`src/sv/uqd_pkg.sv`:
```
// shared types and constants for the urlencoded query decoder
// no dependencies; used by every module of the block
`default_nettype none

package uqd_pkg;

  localparam int QUEUE_DEPTH = 4;

  typedef enum logic [2:0] {
    KIND_DATA      = 3'd0,
    KIND_NAME_END  = 3'd1,
    KIND_VALUE_END = 3'd2,
    KIND_BARE_END  = 3'd3,
    KIND_QUERY_END = 3'd4
  } kind_t;

  localparam logic [7:0] CH_AMP     = 8'h26;
  localparam logic [7:0] CH_EQ      = 8'h3d;
  localparam logic [7:0] CH_PLUS    = 8'h2b;
  localparam logic [7:0] CH_PCT     = 8'h25;
  localparam logic [7:0] CH_SPACE   = 8'h20;
  localparam logic [7:0] CH_UPPER_A = 8'h41;
  localparam logic [7:0] CH_ZERO    = 8'h30;
  localparam logic [7:0] CASE_MASK  = 8'hdf;

  typedef struct packed {
    logic       last;
    logic       done;
    logic       bad;
    logic [7:0] ch;
    kind_t      kind;
  } result_t;

  // one queue entry carries all results of one input byte
  typedef struct packed {
    logic    two;
    result_t r1;
    result_t r0;
  } entry_t;

endpackage

`default_nettype wire

```
`src/sv/urlencoded_query_decoder_top.sv`:
```
// urlencoded query string decoder: one raw byte in, decoded bytes and markers out
// an accepted byte's results are written into the queue, then popped into the output register
// throughput: one byte per cycle while the queue is not full; a byte giving two results shows them in turn
// the output stage sets the sustained rate; the queue absorbs short bursts of two results
// reset: synchronous active-low rst_n returns to no token open and empties the queue
// depends on uqd_pkg, uqd_front, uqd_fifo, uqd_back
`default_nettype none

module urlencoded_query_decoder_top #(
  parameter int QUEUE_DEPTH = uqd_pkg::QUEUE_DEPTH
) (
  input  wire logic       clk,
  input  wire logic       rst_n,
  input  wire logic       in_tvalid,
  output logic            in_tready,
  input  wire logic [7:0] in_tdata,   // char_in[7:0]
  input  wire logic       in_tlast,   // final_byte
  output logic            out_tvalid,
  input  wire logic       out_tready,
  output logic [7:0]      out_tdata,  // char_out[7:0]
  output logic [4:0]      out_tuser,  // kind[2:0], bad_escape[3], query_done[4]
  output logic            out_tlast   // run_last
);

  logic             in_fire, push, full, empty, pop;
  uqd_pkg::entry_t  push_data, rd_data;
  uqd_pkg::result_t res;

  assign in_tready = !full;
  assign in_fire   = in_tvalid && in_tready;

  uqd_front u_front (
    .clk        (clk),
    .rst_n      (rst_n),
    .in_fire    (in_fire),
    .char_in    (in_tdata),
    .final_byte (in_tlast),
    .push       (push),
    .push_data  (push_data)
  );

  uqd_fifo #(
    .DEPTH (QUEUE_DEPTH)
  ) u_fifo (
    .clk     (clk),
    .rst_n   (rst_n),
    .push    (push),
    .wr_data (push_data),
    .full    (full),
    .pop     (pop),
    .rd_data (rd_data),
    .empty   (empty)
  );

  uqd_back u_back (
    .clk     (clk),
    .rst_n   (rst_n),
    .q_empty (empty),
    .q_data  (rd_data),
    .q_pop   (pop),
    .out_vld (out_tvalid),
    .out_rdy (out_tready),
    .out_res (res)
  );

  assign out_tdata = res.ch;
  assign out_tuser = {res.done, res.bad, res.kind};
  assign out_tlast = res.last;

endmodule

`default_nettype wire

```
`src/sv/uqd_front.sv`:
```
// front end: accepts query bytes, tracks token and escape state, forms results
// depends on uqd_pkg
`default_nettype none

module uqd_front (
  input  wire logic            clk,
  input  wire logic            rst_n,
  input  wire logic            in_fire,
  input  wire logic [7:0]      char_in,
  input  wire logic            final_byte,
  output logic                 push,
  output uqd_pkg::entry_t      push_data
);

  logic       in_value_r, in_value_nxt;
  logic       token_open_r, token_open_nxt;
  logic [1:0] escape_stage_r, escape_stage_nxt;
  logic [7:0] escape_accum_r, escape_accum_nxt;
  logic       escape_dropped_r, escape_dropped_nxt;

  function automatic logic [7:0] digit_of(input logic [7:0] c);
    logic [7:0] cc;
    begin
      cc = (c == uqd_pkg::CH_PLUS) ? uqd_pkg::CH_SPACE : c;
      if (cc >= uqd_pkg::CH_UPPER_A)
        digit_of = (cc & uqd_pkg::CASE_MASK) - uqd_pkg::CH_UPPER_A + 8'd10;
      else
        digit_of = cc - uqd_pkg::CH_ZERO;
    end
  endfunction

  function automatic uqd_pkg::result_t mk_res(input uqd_pkg::kind_t k, input logic [7:0] ch,
                                              input logic bad, input logic done);
    uqd_pkg::result_t r;
    begin
      r.kind = k;
      r.ch   = ch;
      r.bad  = bad;
      r.done = done;
      r.last = 1'b0;
      mk_res = r;
    end
  endfunction

  uqd_pkg::result_t em0, em1, em;
  logic [1:0]       cnt;
  logic             is_amp, is_eq, emit_en;
  logic [7:0]       dig;

  always_comb begin
    is_amp = (char_in == uqd_pkg::CH_AMP);
    is_eq  = (char_in == uqd_pkg::CH_EQ);
    dig    = digit_of(char_in);

    in_value_nxt       = in_value_r;
    token_open_nxt     = token_open_r;
    escape_stage_nxt   = escape_stage_r;
    escape_accum_nxt   = escape_accum_r;
    escape_dropped_nxt = escape_dropped_r;

    em0     = mk_res(uqd_pkg::KIND_DATA, 8'h00, 1'b0, 1'b0);
    em1     = em0;
    em      = em0;
    emit_en = 1'b0;
    cnt     = 2'd0;

    // separators cut a pending escape short
    if ((is_amp || is_eq) && escape_stage_nxt != 2'd0) begin
      escape_dropped_nxt = 1'b1;
      escape_stage_nxt   = 2'd0;
      escape_accum_nxt   = 8'h00;
    end

    if (is_amp) begin
      if (token_open_nxt) begin
        em = mk_res(in_value_nxt ? uqd_pkg::KIND_VALUE_END : uqd_pkg::KIND_BARE_END,
                    8'h00, escape_dropped_nxt, 1'b0);
        emit_en = 1'b1;
      end
      in_value_nxt       = 1'b0;
      token_open_nxt     = 1'b0;
      escape_stage_nxt   = 2'd0;
      escape_accum_nxt   = 8'h00;
      escape_dropped_nxt = 1'b0;
    end else if (is_eq && !in_value_nxt) begin
      em = mk_res(uqd_pkg::KIND_NAME_END, 8'h00, escape_dropped_nxt, 1'b0);
      emit_en            = 1'b1;
      escape_dropped_nxt = 1'b0;
      in_value_nxt       = 1'b1;
      token_open_nxt     = 1'b1;
    end else begin
      token_open_nxt = 1'b1;
      if (escape_stage_nxt == 2'd1) begin
        escape_accum_nxt = dig;
        escape_stage_nxt = 2'd2;
      end else if (escape_stage_nxt >= 2'd2) begin
        em = mk_res(uqd_pkg::KIND_DATA, {escape_accum_nxt[3:0], 4'h0} + dig, 1'b0, 1'b0);
        emit_en          = 1'b1;
        escape_stage_nxt = 2'd0;
        escape_accum_nxt = 8'h00;
      end else if (char_in == uqd_pkg::CH_PCT) begin
        escape_stage_nxt = 2'd1;
        escape_accum_nxt = 8'h00;
      end else if (char_in == uqd_pkg::CH_PLUS) begin
        em = mk_res(uqd_pkg::KIND_DATA, uqd_pkg::CH_SPACE, 1'b0, 1'b0);
        emit_en = 1'b1;
      end else begin
        em = mk_res(uqd_pkg::KIND_DATA, char_in, 1'b0, 1'b0);
        emit_en = 1'b1;
      end
    end

    if (emit_en) begin
      em0 = em;
      cnt = 2'd1;
    end

    if (final_byte) begin
      if (token_open_nxt)
        em = mk_res(in_value_nxt ? uqd_pkg::KIND_VALUE_END : uqd_pkg::KIND_BARE_END, 8'h00,
                    escape_dropped_nxt | (escape_stage_nxt != 2'd0), 1'b1);
      else
        em = mk_res(uqd_pkg::KIND_QUERY_END, 8'h00, 1'b0, 1'b1);
      if (cnt == 2'd0)
        em0 = em;
      else
        em1 = em;
      cnt = cnt + 2'd1;
      in_value_nxt       = 1'b0;
      token_open_nxt     = 1'b0;
      escape_stage_nxt   = 2'd0;
      escape_accum_nxt   = 8'h00;
      escape_dropped_nxt = 1'b0;
    end

    if (cnt == 2'd2)
      em1.last = 1'b1;
    else
      em0.last = 1'b1;

    push_data.two = (cnt == 2'd2);
    push_data.r0  = em0;
    push_data.r1  = em1;
    push          = in_fire && (cnt != 2'd0);
  end

  always_ff @(posedge clk) begin
    if (!rst_n) begin
      in_value_r       <= 1'b0;
      token_open_r     <= 1'b0;
      escape_stage_r   <= 2'd0;
      escape_accum_r   <= 8'h00;
      escape_dropped_r <= 1'b0;
    end else if (in_fire) begin
      in_value_r       <= in_value_nxt;
      token_open_r     <= token_open_nxt;
      escape_stage_r   <= escape_stage_nxt;
      escape_accum_r   <= escape_accum_nxt;
      escape_dropped_r <= escape_dropped_nxt;
    end
  end

  // a closed token leaves no escape or value state behind
  a_closed_clean: assert property (@(posedge clk) disable iff (!rst_n)
    !token_open_r |-> (escape_stage_r == 2'd0 && !in_value_r && !escape_dropped_r))
    else $error("state left over with no token open");

  a_stage_range: assert property (@(posedge clk) disable iff (!rst_n)
    escape_stage_r != 2'd3)
    else $error("escape stage out of range");

endmodule

`default_nettype wire

```
`src/sv/uqd_fifo.sv`:
```
// short result queue between front end and output stage
// depends on uqd_pkg for the entry type
`default_nettype none

module uqd_fifo #(
  parameter int DEPTH = uqd_pkg::QUEUE_DEPTH
) (
  input  wire logic            clk,
  input  wire logic            rst_n,
  input  wire logic            push,
  input  wire uqd_pkg::entry_t wr_data,
  output logic                 full,
  input  wire logic            pop,
  output uqd_pkg::entry_t      rd_data,
  output logic                 empty
);

  localparam int PTR_W = (DEPTH > 1) ? $clog2(DEPTH) : 1;
  localparam int CNT_W = $clog2(DEPTH + 1);
  localparam logic [PTR_W-1:0] LAST_PTR = PTR_W'(DEPTH - 1);
  localparam logic [CNT_W-1:0] FULL_CNT = CNT_W'(DEPTH);

  uqd_pkg::entry_t  mem [DEPTH];
  logic [PTR_W-1:0] wr_ptr_r, rd_ptr_r;
  logic [CNT_W-1:0] count_r;

  assign full    = (count_r == FULL_CNT);
  assign empty   = (count_r == '0);
  assign rd_data = mem[rd_ptr_r];

  always_ff @(posedge clk) begin
    if (push)
      mem[wr_ptr_r] <= wr_data;
  end

  always_ff @(posedge clk) begin
    if (!rst_n) begin
      wr_ptr_r <= '0;
      rd_ptr_r <= '0;
      count_r  <= '0;
    end else begin
      if (push)
        wr_ptr_r <= (wr_ptr_r == LAST_PTR) ? '0 : wr_ptr_r + 1'b1;
      if (pop)
        rd_ptr_r <= (rd_ptr_r == LAST_PTR) ? '0 : rd_ptr_r + 1'b1;
      if (push && !pop)
        count_r <= count_r + 1'b1;
      else if (pop && !push)
        count_r <= count_r - 1'b1;
    end
  end

  a_no_overflow: assert property (@(posedge clk) disable iff (!rst_n) !(push && full))
    else $error("push into full queue");

  a_no_underflow: assert property (@(posedge clk) disable iff (!rst_n) !(pop && empty))
    else $error("pop from empty queue");

endmodule

`default_nettype wire

```
`src/sv/uqd_back.sv`:
```
// output stage: pops queue entries and sends their results one per cycle while out_rdy takes them
// depends on uqd_pkg
`default_nettype none

module uqd_back (
  input  wire logic            clk,
  input  wire logic            rst_n,
  input  wire logic            q_empty,
  input  wire uqd_pkg::entry_t q_data,
  output logic                 q_pop,
  output logic                 out_vld,
  input  wire logic            out_rdy,
  output uqd_pkg::result_t     out_res
);

  logic             out_vld_r, out_vld_nxt;
  logic             pend_vld_r, pend_vld_nxt;
  uqd_pkg::result_t out_res_r, out_res_nxt;
  uqd_pkg::result_t pend_res_r, pend_res_nxt;

  always_comb begin
    out_vld_nxt  = out_vld_r;
    pend_vld_nxt = pend_vld_r;
    out_res_nxt  = out_res_r;
    pend_res_nxt = pend_res_r;
    q_pop        = 1'b0;
    if (!out_vld_r || out_rdy) begin
      if (pend_vld_r) begin
        out_res_nxt  = pend_res_r;
        out_vld_nxt  = 1'b1;
        pend_vld_nxt = 1'b0;
      end else if (!q_empty) begin
        q_pop        = 1'b1;
        out_res_nxt  = q_data.r0;
        out_vld_nxt  = 1'b1;
        pend_res_nxt = q_data.r1;
        pend_vld_nxt = q_data.two;
      end else begin
        out_vld_nxt = 1'b0;
      end
    end
  end

  always_ff @(posedge clk) begin
    if (!rst_n) begin
      out_vld_r  <= 1'b0;
      pend_vld_r <= 1'b0;
    end else begin
      out_vld_r  <= out_vld_nxt;
      pend_vld_r <= pend_vld_nxt;
    end
  end

  always_ff @(posedge clk) begin
    out_res_r  <= out_res_nxt;
    pend_res_r <= pend_res_nxt;
  end

  assign out_vld = out_vld_r;
  assign out_res = out_res_r;

  // a held second result always sits behind a shown first one
  a_pend_behind: assert property (@(posedge clk) disable iff (!rst_n)
    pend_vld_r |-> (out_vld_r && !out_res_r.last))
    else $error("second result held without its first");

endmodule

`default_nettype wire

```
`config.mk`:
```
export PLATFORM = sky130hd
export DESIGN_NAME = urlencoded_query_decoder_top
export DESIGN_NICKNAME = d
export VERILOG_FILES = /design/src/sv/uqd_pkg.sv /design/src/sv/urlencoded_query_decoder_top.sv /design/src/sv/uqd_front.sv /design/src/sv/uqd_fifo.sv /design/src/sv/uqd_back.sv
export SDC_FILE = /design/constraint.sdc
export NUM_CORES = 1
export LEC_CHECK = 0
export ABC_CLOCK_PERIOD_IN_PS = 7900
export BUFFER_PORTS_ARGS = -buffer_cell sky130_fd_sc_hd__buf_2
export CORE_MARGIN = 3
export CORE_UTILIZATION = 43
export CTS_BUF_LIST = sky130_fd_sc_hd__clkbuf_8
export CTS_CLUSTER_DIAMETER = 30
export CTS_CLUSTER_SIZE = 25
export DETAILED_ROUTE_END_ITERATION = 10
export RECOVER_POWER = 25
export REMOVE_ABC_BUFFERS = 1
export SLEW_MARGIN = 20
export SYNTH_ARGS = -nofsm -noshare
export SYNTH_HDL_FRONTEND = slang
export SYNTH_SLANG_ARGS = --single-unit
```
`constraint.sdc`:
```
create_clock -name clk -period 7.9 [get_ports clk]
set_clock_uncertainty 0.05 [all_clocks]
set_input_delay 0 -clock clk [delete_from_list [all_inputs] [get_ports clk]]
set_output_delay 0 -clock clk [all_outputs]
set_load 0.01 [all_outputs]
```
After elaboration in Yosys (flattened, before gate mapping)
Memory sizes are Yosys's and may differ from the RTL's. A register that Yosys moved wholly into a read port is not among the register bits.
Cells that the tools add are included.
Word-level totals
  register bits: 50
  input port bits: 13
  latch bits: 0
  memories: 1
  bits in writable memories: 116
  ROM bits: 0
Operators by class
  divide/modulo/power cells: 0
  bitwise operators: 3
  equality and inequality tests: 10
  multiplexer cells: 66
  shifts and indexed selects: 0
  order comparisons: 2
  $add $sub $neg: 9
  reduce and logical (&&, ||, !) cells: 21
  multiply operators: 0
Memory list
  u_fifo.mem: depth 4, width 29, rd ports 1, clocked after Yosys merged registers in 1, write ports 1, line uqd_fifo.sv:23  | uqd_pkg::entry_t mem [DEPTH];
Operators by type and width (count)
  two-way mux 14 bit: 11
  two-way mux 8 bit: 9
  equality test 8 x 6 -> 1 bit, second input constant: 4
  two-way mux 1 bit: 28
  two-way mux 12 bit: 2
  two-way mux 2 bit: 12
  two-way mux 13 bit: 1
  two-way mux 11 bit: 1
  adder 8 x 4 -> 8 bit, second input constant: 1
  adder 8 bit: 1
  >= comparator 8 x 7 -> 1 bit, second input constant: 1
  nonzero test 2 bit: 4
  subtractor 8 x 6 -> 8 bit, second input constant: 1
  subtractor 8 x 7 -> 8 bit, second input constant: 1
  equality test 2 bit, second input constant: 3
  logical AND 1 bit: 6
  two-way mux 3 bit: 2
  zero test 1 bit: 5
  adder 2 x 1 -> 2 bit, second input constant: 2
  adder 3 x 1 -> 3 bit, second input constant: 1
  equality test 3 bit, second input constant: 1
  zero test 3 bit: 1
  AND reduction 3 bit: 1
  subtractor 3 x 1 -> 3 bit, second input constant: 1
  9 further kinds: 11

Longest topological paths before layout
  depth after elaboration: 18
  gate-level depth with buffers: 15
  gate-level depth less buffers: 13

By module
From an unflattened synthesis, not the netlist that was laid out.
Unflattened totals
  cell total of the unflattened synthesis: 454
  area total of the unflattened synthesis: 7369.6 um^2
Modules (own cells, without submodules)
  uqd_fifo: area each 4650.7 um^2, cells an instance 195, seq. area each 3663.5 um^2, times used 1
  uqd_front: area each 1560.2 um^2, cells an instance 202, seq. area each 180.2 um^2, times used 1
  uqd_back: area each 1148.6 um^2, cells an instance 55, seq. area each 880.8 um^2, times used 1
  urlencoded_query_decoder_top: area each 10.0 um^2, cells an instance 2, seq. area each 0.0 um^2, times used 1

Least setup slack after synthesis
OpenSTA, ideal clock, no wires.
  kind: input port to flip-flop
  start point: input in_tdata[7]
  end point: memory u_fifo.mem[0][10] (netlist name) (data pin)
  buffers on the path: 2
  setup slack: 4.742 ns
  stages: 14
  data required time: 7.586 ns
  arrival: 2.844 ns
  setup time: 0.264 ns
  path through: clkbuf_1 -> inv_1 -> ha_1 -> and3_1 -> nand2_1 -> clkbuf_1 -> nand2_1 -> o31ai_1 -> ha_1 -> a21o_1 -> a21oi_1 -> xnor2_1 -> a311o_1 -> and3_1
RTL lines
  start, declared: line urlencoded_query_decoder_top.sv:16  | input wire logic [7:0] in_tdata,
  end, declared: line uqd_fifo.sv:23

==> results.yml <==
timing:
  worst-slew-pin-transition_ns: 1.02
  timing_max_transition_violations_final: 0
  setup_repair_after_global_routing_missed_its_margin: "no"
  timing.final.crit_share_pct: 39.8
  post-route-min-period_ns: 3.14
  finalSetupViolCount: 0
  timing.slew.headroom_pct: 32.2
  fin_tns_setup_ns: 0
  fmaxAchievable_ghz: 0.318
  finalHoldViolCount: 0
grt:
  initial_antenna_violation_count: 0
  grt-ovfl-total: 0
  grt_usage_pct: 15.7
  first_global_vias: 3165
  largest_net_degree_at_the_start_of_global_routing: 20
  grt_pass1_wl_um: 17000
clock_network:
  clock_insertion_delay_at_the_later_pin_of_the_skew_report_ns: 0.41
  number_of_buffers_created_by_cts: 17
  post-cts-setup-buffers: 0
  cts_sinks: 115
  clk_transition_reported_paths_ns: 0.07
  cts_tree: "done"
  clock_tree_buf_depth: 2
  htree_num_levels: 4
  clk_root_buffer_cell: "sky130_fd_sc_hd__clkbuf_8"
synthesis:
  synth_cell_types: 59
  yosys.area_share.simple_pct: 11.2
  combined_area_of_all_synthesized_cells_um2: 5370
  post-synth-top-area-fraction_pct: 53.1
  post_synth_top_area_cell: "sky130_fd_sc_hd__edfxtp_1"
  synth-seq-cells: 115
  xor_xnor_portion_of_the_synthesized_cell_area_pct: 1.14
  synth-edff-count: 95
  synth_flop_cell: "sky130_fd_sc_hd__edfxtp_1"
  syn-instance-count: 389
  syn-mean-instance-area_um2: 13.8
  proportion_of_synthesized_area_in_mux_cells_pct: 9.77
  asyncSetResetFlopFracSynth_pct: 0
  ys_warn_count: 0
  synth_compound_gate_area_share_pct: 9.35
  synthAdderAreaFrac_pct: 5.17
  ys_top_cells_by_area: "sky130_fd_sc_hd__edfxtp_1 53%, sky130_fd_sc_hd__mux4_2 8.0%, sky130_fd_sc_hd__dfxtp_1 7.5%"
  synth-seq-area-share_pct: 60.6
  dominant_combinational_cell_family_by_area_after_synthesis: "simple AND/OR/NAND/NOR gates"
status:
  outcome: "finished, final reports clean"
route:
  drt_first_iter_violations: 283
  detail_route.first_pass.iterations: 5
  detailroute.via_count: 3219
  number_of_nets_still_failing_antenna_checks_after_routing: 0
  drc: 0
  route.detailed.vias_per_inst: 5.28
  wirelength_um: 10300
  routed_wire_length_per_instance_um: 16.9
power:
  worst_ir_drop_vdd_v: 0.000135
  p_leak_uw: 0.00220
  power.density_nw_per_um2: 310
layout:
  commonest_non_fill_non_tap_cell_in_the_layout: "sky130_fd_sc_hd__edfxtp_1"
  final_design_area_no_fill_um2: 6180
  antenna_cells_inserted: 0
  final_nets: 463
  share_of_final_layout_standard_cells_stronger_than_drive_strength_1_pct: 17.6
  mostFrequentLayoutCells: "95 x sky130_fd_sc_hd__edfxtp_1, 26 x sky130_fd_sc_hd__nand2_1, 24 x sky130_fd_sc_hd__nor2_1"
  n_fill_cell: 1086
  layout-area-overhead-vs-synth_pct: 15.1
floorplan:
  core_area_um2: 12100
  floorplan.die.height_um: 118
  dieWidth_um: 118
  initial_cell_density_of_the_core_pct: 44.3
  pin_count: 29
  die_area_um2: 13900
  rows: 40
setup_path:
  worstRegToRegCells: 10
  worstPathCellList: "dlygate4sd3_1 -> clkbuf_1 -> nor2b_1 -> nand2_1 -> a2bb2oi_4 -> o31ai_1 -> ha_1 -> a21o_1 -> a21oi_1 -> xnor2_1 -> a311o_1 -> and3_1"
  cp_data_required_time_ns: 8.01
  worstSetupEndpointType: "register"
  setup.worst_path.class: "input pin to register"
  worstPathArrival_ns: 3.25
  cp-start-kind: "input pin"
  timing.critical_path.slowest_stage_cell: "sky130_fd_sc_hd__dlygate4sd3_1"
  critical_path.max_fanout: 14
  timing.critical_path.slowest_cell_delay_ns: 0.52
  regToRegSetupSlack_ns: 5.23
placement:
  portBuffers: 28
  detailedPlacementHpwl_um: 6960
  place.gp.congestion: 0.851
  post_dp_cell_area_um2: 5670
flow_run:
  max_cap_violations: 0
worst_hold_path:
  min_path_type: "input pin to register"
  whs_path_depth: 3
[layout make-up]
class | count | area (um^2) | share of cell area, %
multi-input cells | 239 | 1960 | 31.7
inverters | 20 | 75.1 | 1.22
flip-flops and latches | 115 | 3250 | 52.7
well taps | 168 | 210 | 3.40
clock inverters | 15 | 262 | 4.23
clock buffers | 17 | 234 | 3.79
repair buffers | 36 | 184 | 2.98
[report_power, final]
group          switching (uW)  internal [uW]
Sequential               56.4            797
Combinational             214            183
Clock                     231            437
Total                     501           1420
[Yosys cell counts (3+ instances only)]
cell	number
sky130_fd_sc_hd__edfxtp_1	95
sky130_fd_sc_hd__nand2_1	26
sky130_fd_sc_hd__nor2_1	24
sky130_fd_sc_hd__a21oi_1	20
sky130_fd_sc_hd__dfxtp_1	20
sky130_fd_sc_hd__inv_1	20
sky130_fd_sc_hd__ha_1	19
sky130_fd_sc_hd__mux4_2	19
sky130_fd_sc_hd__o21ai_0	18
sky130_fd_sc_hd__nor2b_1	14
sky130_fd_sc_hd__clkbuf_1	10
sky130_fd_sc_hd__and2_1	8
sky130_fd_sc_hd__nor3_1	7
sky130_fd_sc_hd__and3_1	6
sky130_fd_sc_hd__nand3_1	6
sky130_fd_sc_hd__mux2_2	5
sky130_fd_sc_hd__nor4_1	5
sky130_fd_sc_hd__a211oi_1	4
sky130_fd_sc_hd__mux2i_1	4
sky130_fd_sc_hd__o2111ai_1	4
sky130_fd_sc_hd__xor2_1	4
sky130_fd_sc_hd__a22oi_1	3
sky130_fd_sc_hd__buf_2	3
sky130_fd_sc_hd__nand4_1	3
sky130_fd_sc_hd__xnor2_1	3
[cells by family after synthesis]
logic type      after synthesis
buf+inv                      35
simple gates                114
xor+xnor                      7
fa+ha+maj                    21
mux                          28
flops                       115
compound gates               69
[metal layers]
metal / global-route usage (%) / wire, um
met5: 0 / 0
met4: 3.96 / 84
met3: 4.42 / 467
met2: 23.9 / 4870
met1: 22.3 / 4900
[worst max-delay path: cells and delay by family]
family          cells  cell delay (ns)
simple gates        3             0.67
fa+ha+maj           1             0.32
compound gates      5             1.27
xor+xnor            1             0.11
buf+inv             2             0.87
[through the flow]
stage | power (uW) | utilization [%] | hold slack (ns) | cells | setup slack, ns
floorplan | 1140 | - | 0.0857 | 374 | 5.16
global placement | 1280 | 46.8 | 0.236 | 573 | 4.74
detailed placement | 1290 | 46.8 | 0.243 | 573 | 4.62
CTS | 1960 | 51.3 | 0.0107 | 610 | 4.88
global route | 2020 | 51.0 | 0.0203 | 610 | 4.53
finish | 1920 | 51.0 | 0.0229 | 610 | 4.76
[path summary, 6_finish.rpt]
kind / startpoint / to
min reg2reg: u_front.escape_accum_r[0]$_SDFFE_PN0P_ / u_front.escape_accum_r[0]$_SDFFE_PN0P_
max: in_tdata[2] / u_fifo.mem[0][10]$_DFFE_PP_
min: in_tdata[6] / u_fifo.mem[2][9]$_DFFE_PP_
max reg2reg: u_fifo.count_r[0]$_SDFFE_PN0P_ / u_fifo.count_r[2]$_SDFFE_PN0P_
[flip-flops by register name, indices dropped and copies added, names as in the netlist, 2 cells and up, named ones only]
signal                  cells
u_back.out_res             14
u_back.pend_res_r           5
u_fifo.count_r              3
u_fifo.mem                 76
u_fifo.rd_ptr_r             2
u_fifo.wr_ptr_r             2
u_front.escape_accum_r      4
u_front.escape_stage_r      2
[what timing repair did]
action	in CTS	in global routing
hold buffers	5	0
hold endpoints to repair	6	0
resized for setup	0	0
endpoints found under the setup margin	0	0
Power figures use the tool's default switching activity.
